## src/rtl/core/sfrd_pkg.sv

```systemverilog
`timescale 1ns / 1ps
// ----------------------------------------------------------------------------
// sfrd_pkg
// shared types and constants of the skip/fill run-length frame decoder
// ----------------------------------------------------------------------------
package sfrd_pkg;

    localparam int POS_BITS_DEF = 16;
    localparam int QUEUE_DEPTH  = 2;

    localparam logic [7:0] OP_END  = 8'd0;
    localparam logic [7:0] OP_ONE  = 8'd1;
    localparam logic [7:0] OP_TWO  = 8'd2;
    localparam logic [7:0] OP_CNT8 = 8'd3;

    typedef enum logic [5:0] {
        PH_OP    = 6'b000001,
        PH_COLOR = 6'b000010,
        PH_CNT8  = 6'b000100,
        PH_CNTLO = 6'b001000,
        PH_CNTHI = 6'b010000,
        PH_DONE  = 6'b100000
    } phase_t;

    typedef enum logic [1:0] {
        CLS_ONE   = 2'd0,
        CLS_TWO   = 2'd1,
        CLS_CNT8  = 2'd2,
        CLS_CNT16 = 2'd3
    } op_class_t;

    typedef struct packed {
        logic        clr;
        logic        eof;
        logic [15:0] len;
        logic [7:0]  color;
    } cmd_t;

endpackage

```

## src/rtl/core/sfrd_if.sv

```systemverilog
`timescale 1ns / 1ps
// ----------------------------------------------------------------------------
// sfrd_if
// byte stream and run descriptor channels with valid/ready handshake
// ----------------------------------------------------------------------------
interface sfrd_in_if;
    logic       valid;
    logic       ready;
    logic [7:0] stream_byte;
    logic       frame_begin;

    modport source (output valid, output stream_byte, output frame_begin, input ready);
    modport sink   (input valid, input stream_byte, input frame_begin, output ready);
endinterface

interface sfrd_out_if;
    logic        valid;
    logic        ready;
    logic [15:0] run_start;
    logic [15:0] run_length;
    logic [7:0]  run_color;
    logic        run_skip;
    logic        frame_end;

    modport source (output valid, output run_start, output run_length, output run_color,
                    output run_skip, output frame_end, input ready);
    modport sink   (input valid, input run_start, input run_length, input run_color,
                    input run_skip, input frame_end, output ready);
endinterface

```

## src/rtl/core/sfrd_cmd_queue.sv

```systemverilog
`timescale 1ns / 1ps
// ----------------------------------------------------------------------------
// sfrd_cmd_queue
// small register queue carrying run commands from the parser to the emitter
// ----------------------------------------------------------------------------
module sfrd_cmd_queue #(
    parameter int WIDTH = 8,
    parameter int DEPTH = 2
) (
    input  logic             clk,
    input  logic             rst_n,
    input  logic             push,
    input  logic [WIDTH-1:0] wdata,
    input  logic             pop,
    output logic [WIDTH-1:0] rdata,
    output logic             full,
    output logic             empty
);

    localparam int PTR_W = (DEPTH > 1) ? $clog2(DEPTH) : 1;
    localparam int CNT_W = $clog2(DEPTH + 1);

    logic [WIDTH-1:0] mem_reg [DEPTH];
    logic [PTR_W-1:0] wr_ptr_reg, wr_ptr_next;
    logic [PTR_W-1:0] rd_ptr_reg, rd_ptr_next;
    logic [CNT_W-1:0] count_reg, count_next;

    assign full  = (count_reg == CNT_W'(DEPTH));
    assign empty = (count_reg == '0);
    assign rdata = mem_reg[rd_ptr_reg];

    always_comb
    begin
        wr_ptr_next = wr_ptr_reg;
        rd_ptr_next = rd_ptr_reg;
        count_next  = count_reg;
        if (push)
        begin
            wr_ptr_next = (wr_ptr_reg == PTR_W'(DEPTH - 1)) ? '0 : wr_ptr_reg + 1'b1;
        end
        if (pop)
        begin
            rd_ptr_next = (rd_ptr_reg == PTR_W'(DEPTH - 1)) ? '0 : rd_ptr_reg + 1'b1;
        end
        if (push && !pop)
        begin
            count_next = count_reg + 1'b1;
        end
        else if (pop && !push)
        begin
            count_next = count_reg - 1'b1;
        end
    end

    always_ff @(posedge clk or negedge rst_n)
    begin
        if (!rst_n)
        begin
            wr_ptr_reg <= '0;
            rd_ptr_reg <= '0;
            count_reg  <= '0;
        end
        else
        begin
            wr_ptr_reg <= wr_ptr_next;
            rd_ptr_reg <= rd_ptr_next;
            count_reg  <= count_next;
        end
    end

    always_ff @(posedge clk)
    begin
        if (push)
        begin
            mem_reg[wr_ptr_reg] <= wdata;
        end
    end

    a_not_full_and_empty: assert property (@(posedge clk) disable iff (!rst_n)
        !(full && empty)) else $error("queue both full and empty");
    a_push_fills: assert property (@(posedge clk) disable iff (!rst_n)
        push && !pop |=> !empty) else $error("queue empty after push");
    a_count_bound: assert property (@(posedge clk) disable iff (!rst_n)
        count_reg <= CNT_W'(DEPTH)) else $error("queue count beyond depth");

endmodule

```

## src/rtl/core/sfrd_parser.sv

```systemverilog
`timescale 1ns / 1ps
// ----------------------------------------------------------------------------
// sfrd_parser
// front end: accepts stream bytes, tracks opcode, count and color phases
// ----------------------------------------------------------------------------
module sfrd_parser (
    input  logic            clk,
    input  logic            rst_n,
    sfrd_in_if.sink         stream,
    input  logic            q_full,
    output logic            push,
    output sfrd_pkg::cmd_t  cmd
);

    import sfrd_pkg::*;

    phase_t      phase_reg, phase_next;
    op_class_t   cls_reg, cls_next;
    logic [15:0] cnt_reg, cnt_next;
    logic        clr_pend_reg, clr_pend_next;

    phase_t      phase_eff;
    op_class_t   cls_eff;
    logic [15:0] cnt_eff;
    logic        accept;
    logic [7:0]  b;

    assign stream.ready = !q_full;
    assign accept       = stream.valid && stream.ready;
    assign b            = stream.stream_byte;

    always_comb
    begin
        phase_eff = stream.frame_begin ? PH_OP    : phase_reg;
        cls_eff   = stream.frame_begin ? CLS_ONE  : cls_reg;
        cnt_eff   = stream.frame_begin ? 16'd0    : cnt_reg;

        phase_next    = phase_reg;
        cls_next      = cls_reg;
        cnt_next      = cnt_reg;
        clr_pend_next = clr_pend_reg;
        push          = 1'b0;
        cmd.clr       = clr_pend_reg || stream.frame_begin;
        cmd.eof       = 1'b0;
        cmd.len       = 16'd0;
        cmd.color     = 8'd0;

        if (accept)
        begin
            phase_next    = phase_eff;
            cls_next      = cls_eff;
            cnt_next      = cnt_eff;
            clr_pend_next = clr_pend_reg || stream.frame_begin;
            case (phase_eff)
                PH_COLOR:
                begin
                    push      = 1'b1;
                    cmd.color = b;
                    case (cls_eff)
                        CLS_ONE: cmd.len = 16'd1;
                        CLS_TWO: cmd.len = 16'd2;
                        default: cmd.len = cnt_eff;
                    endcase
                    phase_next = PH_OP;
                end
                PH_CNT8:
                begin
                    cnt_next   = {8'd0, b};
                    phase_next = PH_COLOR;
                end
                PH_CNTLO:
                begin
                    cnt_next   = {8'd0, b};
                    phase_next = PH_CNTHI;
                end
                PH_CNTHI:
                begin
                    cnt_next   = {b, cnt_eff[7:0]};
                    phase_next = PH_COLOR;
                end
                PH_DONE:
                begin
                    phase_next = PH_DONE;
                end
                default:
                begin
                    cnt_next = 16'd0;
                    case (b)
                        OP_END:
                        begin
                            push       = 1'b1;
                            cmd.eof    = 1'b1;
                            phase_next = PH_DONE;
                        end
                        OP_ONE:
                        begin
                            cls_next   = CLS_ONE;
                            phase_next = PH_COLOR;
                        end
                        OP_TWO:
                        begin
                            cls_next   = CLS_TWO;
                            phase_next = PH_COLOR;
                        end
                        OP_CNT8:
                        begin
                            cls_next   = CLS_CNT8;
                            phase_next = PH_CNT8;
                        end
                        default:
                        begin
                            cls_next   = CLS_CNT16;
                            phase_next = PH_CNTLO;
                        end
                    endcase
                end
            endcase
            if (push)
            begin
                clr_pend_next = 1'b0;
            end
        end
    end

    always_ff @(posedge clk or negedge rst_n)
    begin
        if (!rst_n)
        begin
            phase_reg    <= PH_OP;
            cls_reg      <= CLS_ONE;
            cnt_reg      <= 16'd0;
            clr_pend_reg <= 1'b0;
        end
        else
        begin
            phase_reg    <= phase_next;
            cls_reg      <= cls_next;
            cnt_reg      <= cnt_next;
            clr_pend_reg <= clr_pend_next;
        end
    end

    a_push_has_room: assert property (@(posedge clk) disable iff (!rst_n)
        push |-> !q_full) else $error("push into full queue");
    a_eof_to_done: assert property (@(posedge clk) disable iff (!rst_n)
        push && cmd.eof |=> phase_reg == PH_DONE) else $error("end opcode not latched");
    a_hi_to_color: assert property (@(posedge clk) disable iff (!rst_n)
        accept && !stream.frame_begin && phase_reg == PH_CNTHI |=> phase_reg == PH_COLOR)
        else $error("high count byte not followed by color phase");

endmodule

```

## src/rtl/core/sfrd_emitter.sv

```systemverilog
`timescale 1ns / 1ps
// ----------------------------------------------------------------------------
// sfrd_emitter
// back end: holds pixel position, turns commands into run descriptor beats
// ----------------------------------------------------------------------------
module sfrd_emitter #(
    parameter int POS_BITS = sfrd_pkg::POS_BITS_DEF
) (
    input  logic            clk,
    input  logic            rst_n,
    input  logic            q_empty,
    input  sfrd_pkg::cmd_t  cmd,
    output logic            pop,
    sfrd_out_if.source      runs
);

    import sfrd_pkg::*;

    logic [POS_BITS-1:0] pos_reg, pos_next;
    logic [POS_BITS-1:0] start;
    logic                valid_reg;
    logic [15:0]         start_reg;
    logic [15:0]         len_reg;
    logic [7:0]          color_reg;
    logic                skip_reg;
    logic                eof_reg;

    assign pop      = !q_empty && (!valid_reg || runs.ready);
    assign start    = cmd.clr ? '0 : pos_reg;
    assign pos_next = start + POS_BITS'(cmd.len);

    assign runs.valid      = valid_reg;
    assign runs.run_start  = start_reg;
    assign runs.run_length = len_reg;
    assign runs.run_color  = color_reg;
    assign runs.run_skip   = skip_reg;
    assign runs.frame_end  = eof_reg;

    always_ff @(posedge clk or negedge rst_n)
    begin
        if (!rst_n)
        begin
            valid_reg <= 1'b0;
            pos_reg   <= '0;
        end
        else
        begin
            if (pop)
            begin
                valid_reg <= 1'b1;
                pos_reg   <= pos_next;
            end
            else if (runs.ready)
            begin
                valid_reg <= 1'b0;
            end
        end
    end

    always_ff @(posedge clk)
    begin
        if (pop)
        begin
            start_reg <= 16'(start);
            len_reg   <= cmd.eof ? 16'd0 : cmd.len;
            color_reg <= cmd.eof ? 8'd0 : cmd.color;
            skip_reg  <= !cmd.eof && (cmd.color == 8'd0);
            eof_reg   <= cmd.eof;
        end
    end

    a_pop_nonempty: assert property (@(posedge clk) disable iff (!rst_n)
        pop |-> !q_empty) else $error("pop from empty queue");
    a_eof_clean: assert property (@(posedge clk) disable iff (!rst_n)
        runs.valid && runs.frame_end |-> runs.run_length == 16'd0 && !runs.run_skip)
        else $error("end-of-frame beat carries a run");
    a_clr_zero_start: assert property (@(posedge clk) disable iff (!rst_n)
        pop && cmd.clr |=> runs.run_start == 16'd0) else $error("frame start not at zero");

endmodule

```

## src/rtl/core/skip_fill_rle_frame_decoder.sv

```systemverilog
`timescale 1ns / 1ps
// ----------------------------------------------------------------------------
// skip_fill_rle_frame_decoder
// run-length frame decoder with skip runs, one stream byte per beat
// ----------------------------------------------------------------------------
// Takes one compressed byte per cycle on the stream channel and gives one run
// descriptor beat per color byte and one end-of-frame beat per end opcode.
// A parser tracks opcode, count and color phases and pushes run commands into
// a two-entry queue; an emitter keeps the pixel position (POS_BITS wide,
// wrapping) and drives a registered output. A result goes through the queue
// and then the output register after its color byte is taken. Stream ready
// only drops when the queue is full, which happens when the output side stalls.
module skip_fill_rle_frame_decoder #(
    parameter int POS_BITS = sfrd_pkg::POS_BITS_DEF
) (
    input  logic        clk,
    input  logic        rst_n,
    sfrd_in_if.sink     stream,
    sfrd_out_if.source  runs
);

    import sfrd_pkg::*;

    cmd_t push_cmd;
    cmd_t head_cmd;
    logic push;
    logic pop;
    logic q_full;
    logic q_empty;

    sfrd_parser u_parser (
        .clk    (clk),
        .rst_n  (rst_n),
        .stream (stream),
        .q_full (q_full),
        .push   (push),
        .cmd    (push_cmd)
    );

    sfrd_cmd_queue #(
        .WIDTH ($bits(cmd_t)),
        .DEPTH (QUEUE_DEPTH)
    ) u_queue (
        .clk   (clk),
        .rst_n (rst_n),
        .push  (push),
        .wdata (push_cmd),
        .pop   (pop),
        .rdata (head_cmd),
        .full  (q_full),
        .empty (q_empty)
    );

    sfrd_emitter #(
        .POS_BITS (POS_BITS)
    ) u_emitter (
        .clk     (clk),
        .rst_n   (rst_n),
        .q_empty (q_empty),
        .cmd     (head_cmd),
        .pop     (pop),
        .runs    (runs)
    );

endmodule

```

## src/flat_wrapper.sv

```systemverilog
// flat-port wrapper written by rule: the top's interface ports become plain ports
module skip_fill_rle_frame_decoder_flat import sfrd_pkg::*;
#(
    parameter int POS_BITS = sfrd_pkg::POS_BITS_DEF
)
  (clk, rst_n, stream_valid, stream_stream_byte, stream_frame_begin, stream_ready, runs_valid, runs_run_start, runs_run_length, runs_run_color, runs_run_skip, runs_frame_end, runs_ready);
  sfrd_in_if stream_i ();
  sfrd_out_if runs_i ();
  input  logic clk;
  input  logic rst_n;
  input wire logic [$bits(stream_i.valid)-1:0] stream_valid;
  input wire logic [$bits(stream_i.stream_byte)-1:0] stream_stream_byte;
  input wire logic [$bits(stream_i.frame_begin)-1:0] stream_frame_begin;
  output wire logic [$bits(stream_i.ready)-1:0] stream_ready;
  output wire logic [$bits(runs_i.valid)-1:0] runs_valid;
  output wire logic [$bits(runs_i.run_start)-1:0] runs_run_start;
  output wire logic [$bits(runs_i.run_length)-1:0] runs_run_length;
  output wire logic [$bits(runs_i.run_color)-1:0] runs_run_color;
  output wire logic [$bits(runs_i.run_skip)-1:0] runs_run_skip;
  output wire logic [$bits(runs_i.frame_end)-1:0] runs_frame_end;
  input wire logic [$bits(runs_i.ready)-1:0] runs_ready;
  assign stream_i.valid = stream_valid;
  assign stream_i.stream_byte = stream_stream_byte;
  assign stream_i.frame_begin = stream_frame_begin;
  assign stream_ready = stream_i.ready;
  assign runs_valid = runs_i.valid;
  assign runs_run_start = runs_i.run_start;
  assign runs_run_length = runs_i.run_length;
  assign runs_run_color = runs_i.run_color;
  assign runs_run_skip = runs_i.run_skip;
  assign runs_frame_end = runs_i.frame_end;
  assign runs_i.ready = runs_ready;
  skip_fill_rle_frame_decoder #(.POS_BITS(POS_BITS)) u_core (.clk(clk), .rst_n(rst_n), .stream(stream_i), .runs(runs_i));
endmodule
```

## config.mk

```make
export PLATFORM = sky130hd
export DESIGN_NAME = skip_fill_rle_frame_decoder_flat
export DESIGN_NICKNAME = d
export VERILOG_FILES = /design/src/rtl/core/sfrd_pkg.sv /design/src/rtl/core/sfrd_if.sv /design/src/rtl/core/sfrd_cmd_queue.sv /design/src/rtl/core/sfrd_parser.sv /design/src/rtl/core/sfrd_emitter.sv /design/src/rtl/core/skip_fill_rle_frame_decoder.sv /design/src/flat_wrapper.sv
export SDC_FILE = /design/constraint.sdc
export NUM_CORES = 1
export LEC_CHECK = 0
export ABC_AREA = 1
export BUFFER_PORTS_ARGS = -buffer_cell sky130_fd_sc_hd__buf_2
export CELL_PAD_IN_SITES_DETAIL_PLACEMENT = 1
export CELL_PAD_IN_SITES_GLOBAL_PLACEMENT = 1
export CORE_MARGIN = 1.5
export CORE_UTILIZATION = 42
export DETAILED_ROUTE_END_ITERATION = 8
export PLACE_DENSITY = 0.84
export SLEW_MARGIN = 0
export SYNTH_ARGS = -nofsm -noshare
export SYNTH_HDL_FRONTEND = slang
export SYNTH_SLANG_ARGS = --single-unit
```

## constraint.sdc

```tcl
create_clock -name clk -period 3 [get_ports clk]
set_input_delay 0.15 -clock clk [delete_from_list [all_inputs] [get_ports clk]]
set_output_delay 0.15 -clock clk [all_outputs]
set_load 0.1 [all_outputs]
```

== Word level (Yosys, flattened, before mapping) ==
Memories as Yosys holds them, arrays and structs flattened.
Cells that the tools add are included.

* Bits in registers: 88
* Bits in latches: 0
* Bits in writable memories: 52
* Memory bits (read-only): 0
* Bits of input ports: 13
* Output and inout bits: 44
* Word-level logic and storage cells: 81
* Memories: 1

* Add/sub/neg operators: 5
* Multipliers: 0
* Divide/modulo/power cells: 0
* Order comparisons: 0
* Eq/ne operators: 10
* Shifts and indexed selects: 0
* Mux-type cells: 26
* Bitwise operators: 0
* Reductions and logical operators: 25

{| class="wikitable"
|+ Memory list
! name !! words !! width !! read ports !! clocked after Yosys merged registers in !! write ports !! line !! source
|-
| u_core.u_queue.mem_reg || 2 || 26 || 1 || 0 || 1 || sfrd_cmd_queue.sv:23 || <nowiki>logic [WIDTH-1:0] mem_reg [DEPTH];</nowiki>
|}

{| class="wikitable"
|+ Operators with widths
! cell !! number
|-
| 16-bit case mux with 3 select lines || 1
|-
| 16-bit two-way mux || 2
|-
| 16-bit case mux with 2 select lines || 1
|-
| 25-bit two-way mux || 1
|-
| 24-bit two-way mux || 1
|-
| 6-bit case mux with 4 select lines || 1
|-
| 6-bit case mux with 3 select lines || 1
|-
| 16-bit adder || 1
|-
| 8-bit by 2-bit equality test with 1-bit output, second input constant || 2
|-
| 8-bit logical NOT || 2
|-
| 1-bit two-way mux || 11
|-
| 8-bit by 1-bit equality test with 1-bit output, second input constant || 1
|-
| 2-bit two-way mux || 4
|-
| 2-bit case mux with 4 select lines || 1
|-
| 2-bit OR reduction || 4
|-
| 6-bit by 2-bit equality test with 1-bit output, second input constant || 1
|-
| 6-bit by 3-bit equality test with 1-bit output, second input constant || 1
|-
| 6-bit by 4-bit equality test with 1-bit output, second input constant || 1
|-
| 6-bit by 5-bit equality test with 1-bit output, second input constant || 1
|-
| 6-bit equality test, second input constant || 1
|-
| 1-bit logical NOT || 6
|-
| 6-bit two-way mux || 1
|-
| 1-bit logical AND || 5
|-
| 5-bit OR reduction || 1
|-
| 10 further kinds || 14
|}

== Depth between registers and ports, before layout ==
Gate-level depths: netlist (run 1).

* Depth in word-level cells: 10
* Depth in mapped cells: 17
* Depth with buffers taken out: 15

== By module ==
From an unflattened synthesis (run 1), not the netlist that was laid out.

* Cell total of the unflattened synthesis: 701
* Area, all modules: 7014.2 µm²

{| class="wikitable"
|+ By module, submodules not included
! module !! instances !! cells an instance !! area each (µm²)
|-
| sfrd_emitter || 1 || 367 || 3181.8
|-
| sfrd_cmd_queue || 1 || 106 || 2183.3
|-
| sfrd_parser || 1 || 228 || 1649.1
|}

== Worst setup path after synthesis (run 1) ==
OpenSTA, ideal clock, no wires.

* Kind: reg2reg
* From: register u_core.u_queue.count_reg[0]
* To: memory u_core.u_queue.mem_reg[1][0] (netlist name), enable pin
* Setup time: 0.418 ns
* Arrival: 2.994 ns
* Path slack: -0.412 ns
* Cell stages (with the launch flop): 7
* Buffers on the path: 0
* Cell sequence: dfrtp_1 -> inv_1 -> nand2_1 -> nand2_2 -> inv_2 -> nand4_4 -> a21oi_1

* Word-level cells in the longest chain between the ends: 6

{| class="wikitable"
|+ RTL lines
! what !! line !! source
|-
| start: declaration || sfrd_cmd_queue.sv:26 || <nowiki>logic [CNT_W-1:0] count_reg, count_next;</nowiki>
|-
| start signal: assignment || sfrd_cmd_queue.sv:67 || <nowiki>count_reg <= count_next;</nowiki>
|-
| 2-bit equality test || sfrd_cmd_queue.sv:28 || <nowiki>assign full = (count_reg == CNT_W'(DEPTH));</nowiki>
|-
| 1-bit logical NOT || sfrd_parser.sv:28 || <nowiki>assign stream.ready = !q_full;</nowiki>
|-
| named net stream_ready || flat_wrapper.sv:14 || <nowiki>output wire logic [$bits(stream_i.ready)-1:0] stream_ready;</nowiki>
|-
| 1-bit logical AND || sfrd_parser.sv:29 || <nowiki>assign accept = stream.valid && stream.ready;</nowiki>
|-
| 1-bit two-way mux || sfrd_parser.sv:48 || <nowiki>if (accept)</nowiki>
|-
| 1-bit two-way mux || sfrd_cmd_queue.sv:73 || <nowiki>if (push)</nowiki>
|-
| 1-bit two-way mux (implied by the code) || sfrd_cmd_queue.sv:75 || <nowiki>mem_reg[wr_ptr_reg] <= wdata;</nowiki>
|-
| end: declaration || sfrd_cmd_queue.sv:23 ||
|}

The timed path passes the listed nets, and every way through them passes these cells.

== Final worst setup path (run 1) ==
* From: register u_core.u_queue.rd_ptr_reg
* To: register u_core.u_emitter.pos_reg[6]

* Word-level cells in the longest chain between the ends: 3

{| class="wikitable"
|+ RTL lines
! what !! line !! source
|-
| start: declaration || sfrd_cmd_queue.sv:25 || <nowiki>logic [PTR_W-1:0] rd_ptr_reg, rd_ptr_next;</nowiki>
|-
| start signal: assignment || sfrd_cmd_queue.sv:66 || <nowiki>rd_ptr_reg <= rd_ptr_next;</nowiki>
|-
| memory read 2 x 26 bit || - ||
|-
| 16-bit two-way mux || sfrd_emitter.sv:29 || <nowiki>assign start = cmd.clr ? '0 : pos_reg;</nowiki>
|-
| named net u_core.u_emitter.start[0] || sfrd_emitter.sv:20 || <nowiki>logic [POS_BITS-1:0] start;</nowiki>
|-
| 16-bit adder || sfrd_emitter.sv:30 || <nowiki>assign pos_next = start + POS_BITS'(cmd.len);</nowiki>
|-
| end signal: assignment || sfrd_emitter.sv:51 || <nowiki>pos_reg <= pos_next;</nowiki>
|-
| end: declaration || sfrd_emitter.sv:19 || <nowiki>logic [POS_BITS-1:0] pos_reg, pos_next;</nowiki>
|}

The timed path passes the listed nets, and every way through them passes these cells.
A chain may end at the register's enable or synchronous reset.

==> impl_metrics.csv, run 1 <==
group,metric,value,unit
sta,grt_setup_unrepaired,"false",
synth,synth_cell_types,39,
synth,netlist.top_cell.by_area,"edfxtp_1",
drt,ant_nets,0,
sta,hold_violations,0,
synth,yosysSeqAreaShare,0.5812,
drt,drt_pass1_iterations,4,
job,cap_violations,0,
critical_path,worstSetupStartpointType,"flip-flop",
synth,synth_area_leaders,"edfxtp_1, dfrtp_1, nand2_1",
layout,num_antenna_cells,0,
drt,drt_iter0_markers,410,
critical_path,crit_arrival,2970,ps
synth,syn_inst,747,
floorplan,num_rows,46,
critical_path,worstSetupPathType,"reg2reg",
layout,final_nets,845,
clock_tree,cts_sinks,140,
grt,grt_pass1_wl,28360,um
grt,antenna_found_initial,0,
drt,post_drt_wl_per_cell,16.57,um
critical_path,cp_max_fo,11,
clock_tree,cts.clk_slew.worst_paths,60,ps
worst_hold_path,min_path_cells,5,
grt,grt_pass1_vias,5673,
layout,fill_cells,1854,
sta,finalSetupViolCount,0,
critical_path,required,3280,ps
clock_tree,clk_latency,430,ps
placement,io_buffers,56,
grt,overflow,0,
synth,syn_nets,777,
critical_path,endpoint_kind,"flip-flop",
floorplan,ios,57,
sta,drv_slew,0,
placement,dp_hpwl,12150,um
sta,min_period,2689,ps
drt,wl,17300,um
clock_tree,cts_made_buffers,17,
sta,skew,6.121,ps
clock_tree,h-tree-depth,4,
layout,layout-drive-gt1-share,0.1643,
grt,grt_use_total,0.2209,
sta,final.period_utilization,0.8964,
layout,syn_to_final_growth,17.84,%
clock_tree,post_cts_resized,0,
layout,largest_reg_flops,52,
layout,layout_common_cells,"nand2_1, inv_1, edfxtp_1",
synth,yosys_warnings,0,
floorplan,core_area,15890,um^2
critical_path,reg2regPathDepth,13,
drt,viasPerCell,5.020,
sta,setup_tns,0,ps
clock_tree,root_buffer,"clkbuf_16",
synth,synth_top_area_frac,0.4127,
floorplan,fp.dieH,130.6,um
grt,grt_max_degree,69,
floorplan,dieArea,17060,um^2
sta,relSlewSlack,0.3080,
sta,tightest_slew,1035,ps
synth,synth_area_per_cell,9.155,um^2
synth,ys_seq_elements,140,
sta,fmax,371.9,MHz
drt,dr_total_vias,5241,
floorplan,start_util,0.4305,
synth,netlist_area,6839,um^2
drt,drcViolationCount,0,
layout,final_common_cell,"nand2_1",
clock_tree,cts_buffer_depth,2,
worst_hold_path,hold_class,"in2reg",
critical_path,r2r_setup_slack,310,ps
run_status,status,"completed",
clock_tree,cts_tree,"built",
placement,place_congestion,0.8687,
floorplan,die_x,130.6,um
[path summary, 6_finish.rpt]
kind,from,end
setup / recovery,u_core.u_queue.rd_ptr_reg,u_core.u_emitter.pos_reg[6]
hold / removal,stream_stream_byte[2],u_core.u_parser.cnt_reg[2]
setup reg to reg,u_core.u_queue.rd_ptr_reg,u_core.u_emitter.pos_reg[6]
hold reg to reg,u_core.u_parser.cnt_reg[9],u_core.u_parser.cnt_reg[9]
max in group asynchronous,rst_n,u_core.u_emitter.pos_reg[8]
min in group asynchronous,rst_n,u_core.u_emitter.pos_reg[2]
[worst max-delay path, stage by stage (launching register included)]
cell      delay, ps
dfrtp_1         440
inv_1           100
nand2_1          70
nand2_1         330
nor2_1          100
ha_1            250
fa_1            390
nand2_1         120
nand2_1          70
nand3b_1         80
nand2_1         130
or2_2           310
nand3_1          70
o21ai_0          90
[routing by layer]
| metal | share of wire | GRT usage |
|---|---|---|
| met5 | 0 | 0 |
| met4 | 0.023 | 0.09955 |
| met3 | 0.032 | 0.03787 |
| met2 | 0.53 | 0.3950 |
| met1 | 0.42 | 0.2606 |
[cell usage after synthesis]
| cell type | n |
|---|---|
| nor2_2 | 2 |
| o21ai_2 | 8 |
| a211oi_1 | 1 |
| mux2i_1 | 5 |
| or2_2 | 4 |
| nor3_1 | 18 |
| a21oi_1 | 13 |
| buf_6 | 1 |
| buf_4 | 1 |
| ha_1 | 16 |
| o21ai_0 | 35 |
| nor2_1 | 77 |
| nand4_1 | 3 |
| clkbuf_1 | 7 |
| nand3_1 | 26 |
| dfrtp_1 | 45 |
| a22oi_1 | 1 |
| inv_1 | 115 |
| and2_1 | 3 |
| nand2_1 | 216 |
| nand4_4 | 1 |
| inv_4 | 1 |
| o22ai_1 | 10 |
| dfstp_2 | 1 |
| fa_1 | 1 |
| o211ai_1 | 3 |
| nand2_4 | 1 |
| nand3b_1 | 3 |
| edfxtp_1 | 94 |
| xnor2_1 | 3 |
| a21oi_2 | 1 |
| o21ai_4 | 1 |
| nor3_2 | 1 |
| nand2_2 | 4 |
| xor2_1 | 2 |
| nor2_4 | 3 |
| inv_2 | 6 |
| buf_2 | 10 |
| nand3_2 | 4 |
[metrics by stage]
stage	hold WS (ps)	worst slack, ps	cells	area (um^2)	util
after floorplan	-145.6	140.9	747	6843	-
after global placement	322.5	465.8	1010	7393	0.4654
after detailed placement	336.1	329.9	1010	7393	0.4654
after CTS	52.94	299.4	1044	8059	0.5073
after global routing	84.65	56.33	1044	8059	0.5073
final	52.51	310.9	1044	8059	0.5073
[layout make-up]
cell class              instances  area (um^2)  share of cell area
clock inverters                15        220.2             0.02732
flip-flops and latches        140         3975              0.4932
inverters                     122        460.4             0.05713
repair buffers                 68        387.9             0.04813
clock buffers                  17        425.4             0.05279
multi-input cells             466         2320              0.2878
well taps                     216        270.3             0.03354
[kinds of logic after synthesis]
logic type                 count (synthesis)  share of synthesized area
and+or+nand+nor                          366                     0.2280
adders and majority gates                 17                    0.03220
muxes                                      5                   0.007318
buffers and inverters                    141                    0.08123
DFF                                      140                     0.5812
AOI/OAI and AO/OA                         73                    0.06367
xor gates and xnor gates                   5                   0.006404
[what timing repair did]
item,in CTS,in global routing
setup endpoints to repair,0,0
setup buffers,0,0
hold endpoints to repair,34,0
hold buffers,2,0
Power of run 1 is left out: the tool's default activity adds up to more than one toggle a clock period on the data nets, which glitch-free logic cannot reach.
==> run 2, diff against run 1 <==
--- a/config.mk
+++ b/config.mk
@@ -5,12 +5,11 @@
 export SDC_FILE = /design/constraint.sdc
 export NUM_CORES = 1
 export LEC_CHECK = 0
-export ABC_AREA = 1
 export BUFFER_PORTS_ARGS = -buffer_cell sky130_fd_sc_hd__buf_2
 export CELL_PAD_IN_SITES_DETAIL_PLACEMENT = 1
 export CELL_PAD_IN_SITES_GLOBAL_PLACEMENT = 1
 export CORE_MARGIN = 1.5
-export CORE_UTILIZATION = 42
+export CORE_UTILIZATION = 44
 export DETAILED_ROUTE_END_ITERATION = 8
 export PLACE_DENSITY = 0.84
 export SLEW_MARGIN = 0
==> impl_metrics.csv, run 2 <==
group,metric,value,unit
critical_path,startpoint,"u_core.u_queue.rd_ptr_reg",
power_and_ir_drop,ir_drop,0.0004406,V
synth,yosysSeqAreaShare,0.6228,
synth,netlist_area,6382,um^2
layout,final_nets,590,
drt,drcViolationCount,0,
synth,netlist.top_cell.by_area,"edfxtp_1",
layout,num_antenna_cells,0,
grt,grt_pass1_wl,23720,um
clock_tree,cts_buffer_depth,2,
power_and_ir_drop,seq_power_share,0.309,
drt,dr_total_vias,4184,
placement,pre_cts_ws,-122.7,ps
layout,syn_to_final_growth,19.41,%
sta,grt_setup_unrepaired,"true",
power_and_ir_drop,combPwrFrac,0.457,
floorplan,fp.dieH,123.4,um
clock_tree,cts_sinks,140,
floorplan,dieArea,15240,um^2
critical_path,cp_max_fo,6,
layout,layout-drive-gt1-share,0.2461,
critical_path,crit_chain,"buf_6 -> mux2_2 -> ha_1 -> fa_2 -> a21o_1 -> a221oi_2 -> a2bb2oi_2 -> nor4_2 -> a221oi_2 -> o21ai_1",
grt,overflow,0,
clock_tree,cts.clk_slew.worst_paths,60,ps
sta,skew,4.593,ps
sta,whs,25.13,ps
sta,finalSetupViolCount,0,
floorplan,die_x,123.4,um
placement,io_buffers,56,
power_and_ir_drop,power.density,1213,nW/um^2
power_and_ir_drop,switching_share,0.4410,
power_and_ir_drop,pwr-share-clk,0.234,
synth,synth_edf_count,94,
worst_hold_path,hold_start,"runs_ready",
critical_path,critPathBufInv,1,
power_and_ir_drop,internal_power,5.169,mW
synth,syn_nets,516,
synth,ys.flop_type,"edfxtp_1",
critical_path,timing.critical_path.mode_cell,"a221oi_2",
clock_tree,cts_made_buffers,17,
clock_tree,h-tree-depth,4,
critical_path,worstSetupStartpointType,"flip-flop",
grt,grt_pass1_vias,4475,
worst_hold_path,hold_class,"in2reg",
critical_path,crit_family,"compound AO/OA/AOI/OAI gates",
critical_path,critical_path.max_stage_delay,420,ps
synth,synth_area_leaders,"edfxtp_1, dfrtp_1, and2_1",
synth,synth_area_per_cell,13.13,um^2
grt,grt_max_degree,47,
critical_path,worstSetupPathType,"reg2reg",
power_and_ir_drop,p_switching,4.078,mW
floorplan,ios,57,
sta,relSlewSlack,0.2458,
synth,async_flop_share,0.3286,
synth,synthTopCellsByCount,"edfxtp_1, dfrtp_1, and2_1",
floorplan,num_rows,43,
critical_path,crit_arrival,3280,ps
synth,synth_cell_types,63,
synth,synth_top_area_frac,0.4423,
sta,setup_ws,11.95,ps
layout,layout_common_cells,"edfxtp_1, buf_2, dfrtp_1",
synth,syn_inst,486,
critical_path,endpoint_kind,"flip-flop",
layout,largest_reg_flops,52,
drt,ant_nets,0,
power_and_ir_drop,total_power,9.247,mW
critical_path,r2r_start,"u_core.u_queue.rd_ptr_reg",
drt,viasPerCell,5.556,
grt,grt_use_total,0.2121,
floorplan,start_util,0.4545,
placement,dp_hpwl,10240,um
synth,yosysMostFrequentCell,"edfxtp_1",
clock_tree,root_buffer,"clkbuf_16",
clock_tree,cts_tree,"built",
synth,ys_seq_elements,140,
sta,drv_slew,0,
job,cap_violations,0,
layout,final_common_cell,"edfxtp_1",
drt,drt_iter0_markers,277,
floorplan,core_area,14040,um^2
grt,antenna_found_initial,0,
sta,tightest_slew,1131,ps
critical_path,required,3290,ps
power_and_ir_drop,p_leak,3.047,nW
placement,place_congestion,0.8618,
drt,post_drt_wl_per_cell,20.13,um
sta,hold_violations,0,
clock_tree,clk_latency,420,ps
critical_path,crit_slowest_cell,"dfrtp_1",
synth,yosys_warnings,0,
drt,drt_pass1_iterations,4,
run_status,status,"completed",
sta,min_period,2988,ps
sta,fmax,334.7,MHz
sta,final.period_utilization,0.9960,
drt,wl,15160,um
-- run 2: cell type report --
type                       instances  area, um^2
tap                              180       225.2
fill                            1421        6421
sequential                       140        3975
timing repair buffer              74       431.7
inverter                           8       30.03
clock inverter                    13       175.2
multi-input combinational        319        2351
clock buffer                      19       432.9
-- run 2: power by group through the flow --
| stage | clock (mW) | combinational, mW | sequential [mW] |
|---|---|---|---|
| floorplan | 0 | 1.84 | 4.24 |
| global placement | 0 | 3.84 | 2.85 |
| detailed placement | 0 | 4.01 | 2.88 |
| CTS | 2.20 | 4.14 | 2.86 |
| global route | 2.26 | 4.49 | 2.91 |
| finish | 2.17 | 4.23 | 2.86 |
-- run 2: cells by family after synthesis --
logic type / Yosys count / share of synthesized area
AO/OA/AOI/OAI: 94 / 0.1049
flip-flops: 140 / 0.6228
adder cells (fa/ha/maj): 17 / 0.03450
buffers and inverters: 27 / 0.01999
multiplexers: 28 / 0.04705
XOR/XNOR: 22 / 0.03019
AND/OR/NAND/NOR: 158 / 0.1406
-- run 2: metal layers --
layer,vias to the layer above,wire [um],GRT usage
met5,-,0,0
met4,0,321,0.08549
met3,25,466,0.04290
met2,90,8088,0.3760
met1,2135,6285,0.2520
li1,1934,-,-
-- run 2: worst min-delay path: stages --
cell      delay (ps)
buf_2             70
nand2b_1         130
nand2_1           60
-- run 2: path summary, 6_finish.rpt --
check / endpoint / slack (ps) / cells past startpoint
setup / recovery: u_core.u_emitter.pos_reg[14] / 10 / 10
hold / removal: u_core.u_emitter.runs.valid / 30 / 3
setup reg to reg: u_core.u_emitter.pos_reg[14] / 10 / 10
hold reg to reg: u_core.u_emitter.pos_reg[11] / 470 / 2
max in group asynchronous: u_core.u_parser.cnt_reg[13] / 1810 / 2
min in group asynchronous: u_core.u_emitter.pos_reg[1] / 490 / 2
-- run 2: per-stage QoR --
| step | cells | utilization | area [um^2] | TNS [ps] |
|---|---|---|---|---|
| 2_1_floorplan | 486 | - | 6390 | 0 |
| 3_3_place_gp | 714 | 0.4902 | 6884 | 0 |
| 3_5_place_dp | 714 | 0.4902 | 6884 | -269.3 |
| 4_1_cts | 752 | 0.5384 | 7560 | -8.554 |
| 5_1_grt | 753 | 0.5427 | 7621 | -230.5 |
| 6_report | 753 | 0.5427 | 7621 | 0 |
-- run 2: timing repair --
| action | CTS | global route |
|---|---|---|
| buffers inserted | 4 | 1 |
| pin swaps | 2 | 2 |
| resized for setup | 5 | 12 |
| setup endpoints to repair | 7 | 6 |
| hold endpoints to repair | 46 | 0 |
| hold buffers | 2 | 0 |
Power figures use the tool's default switching activity.
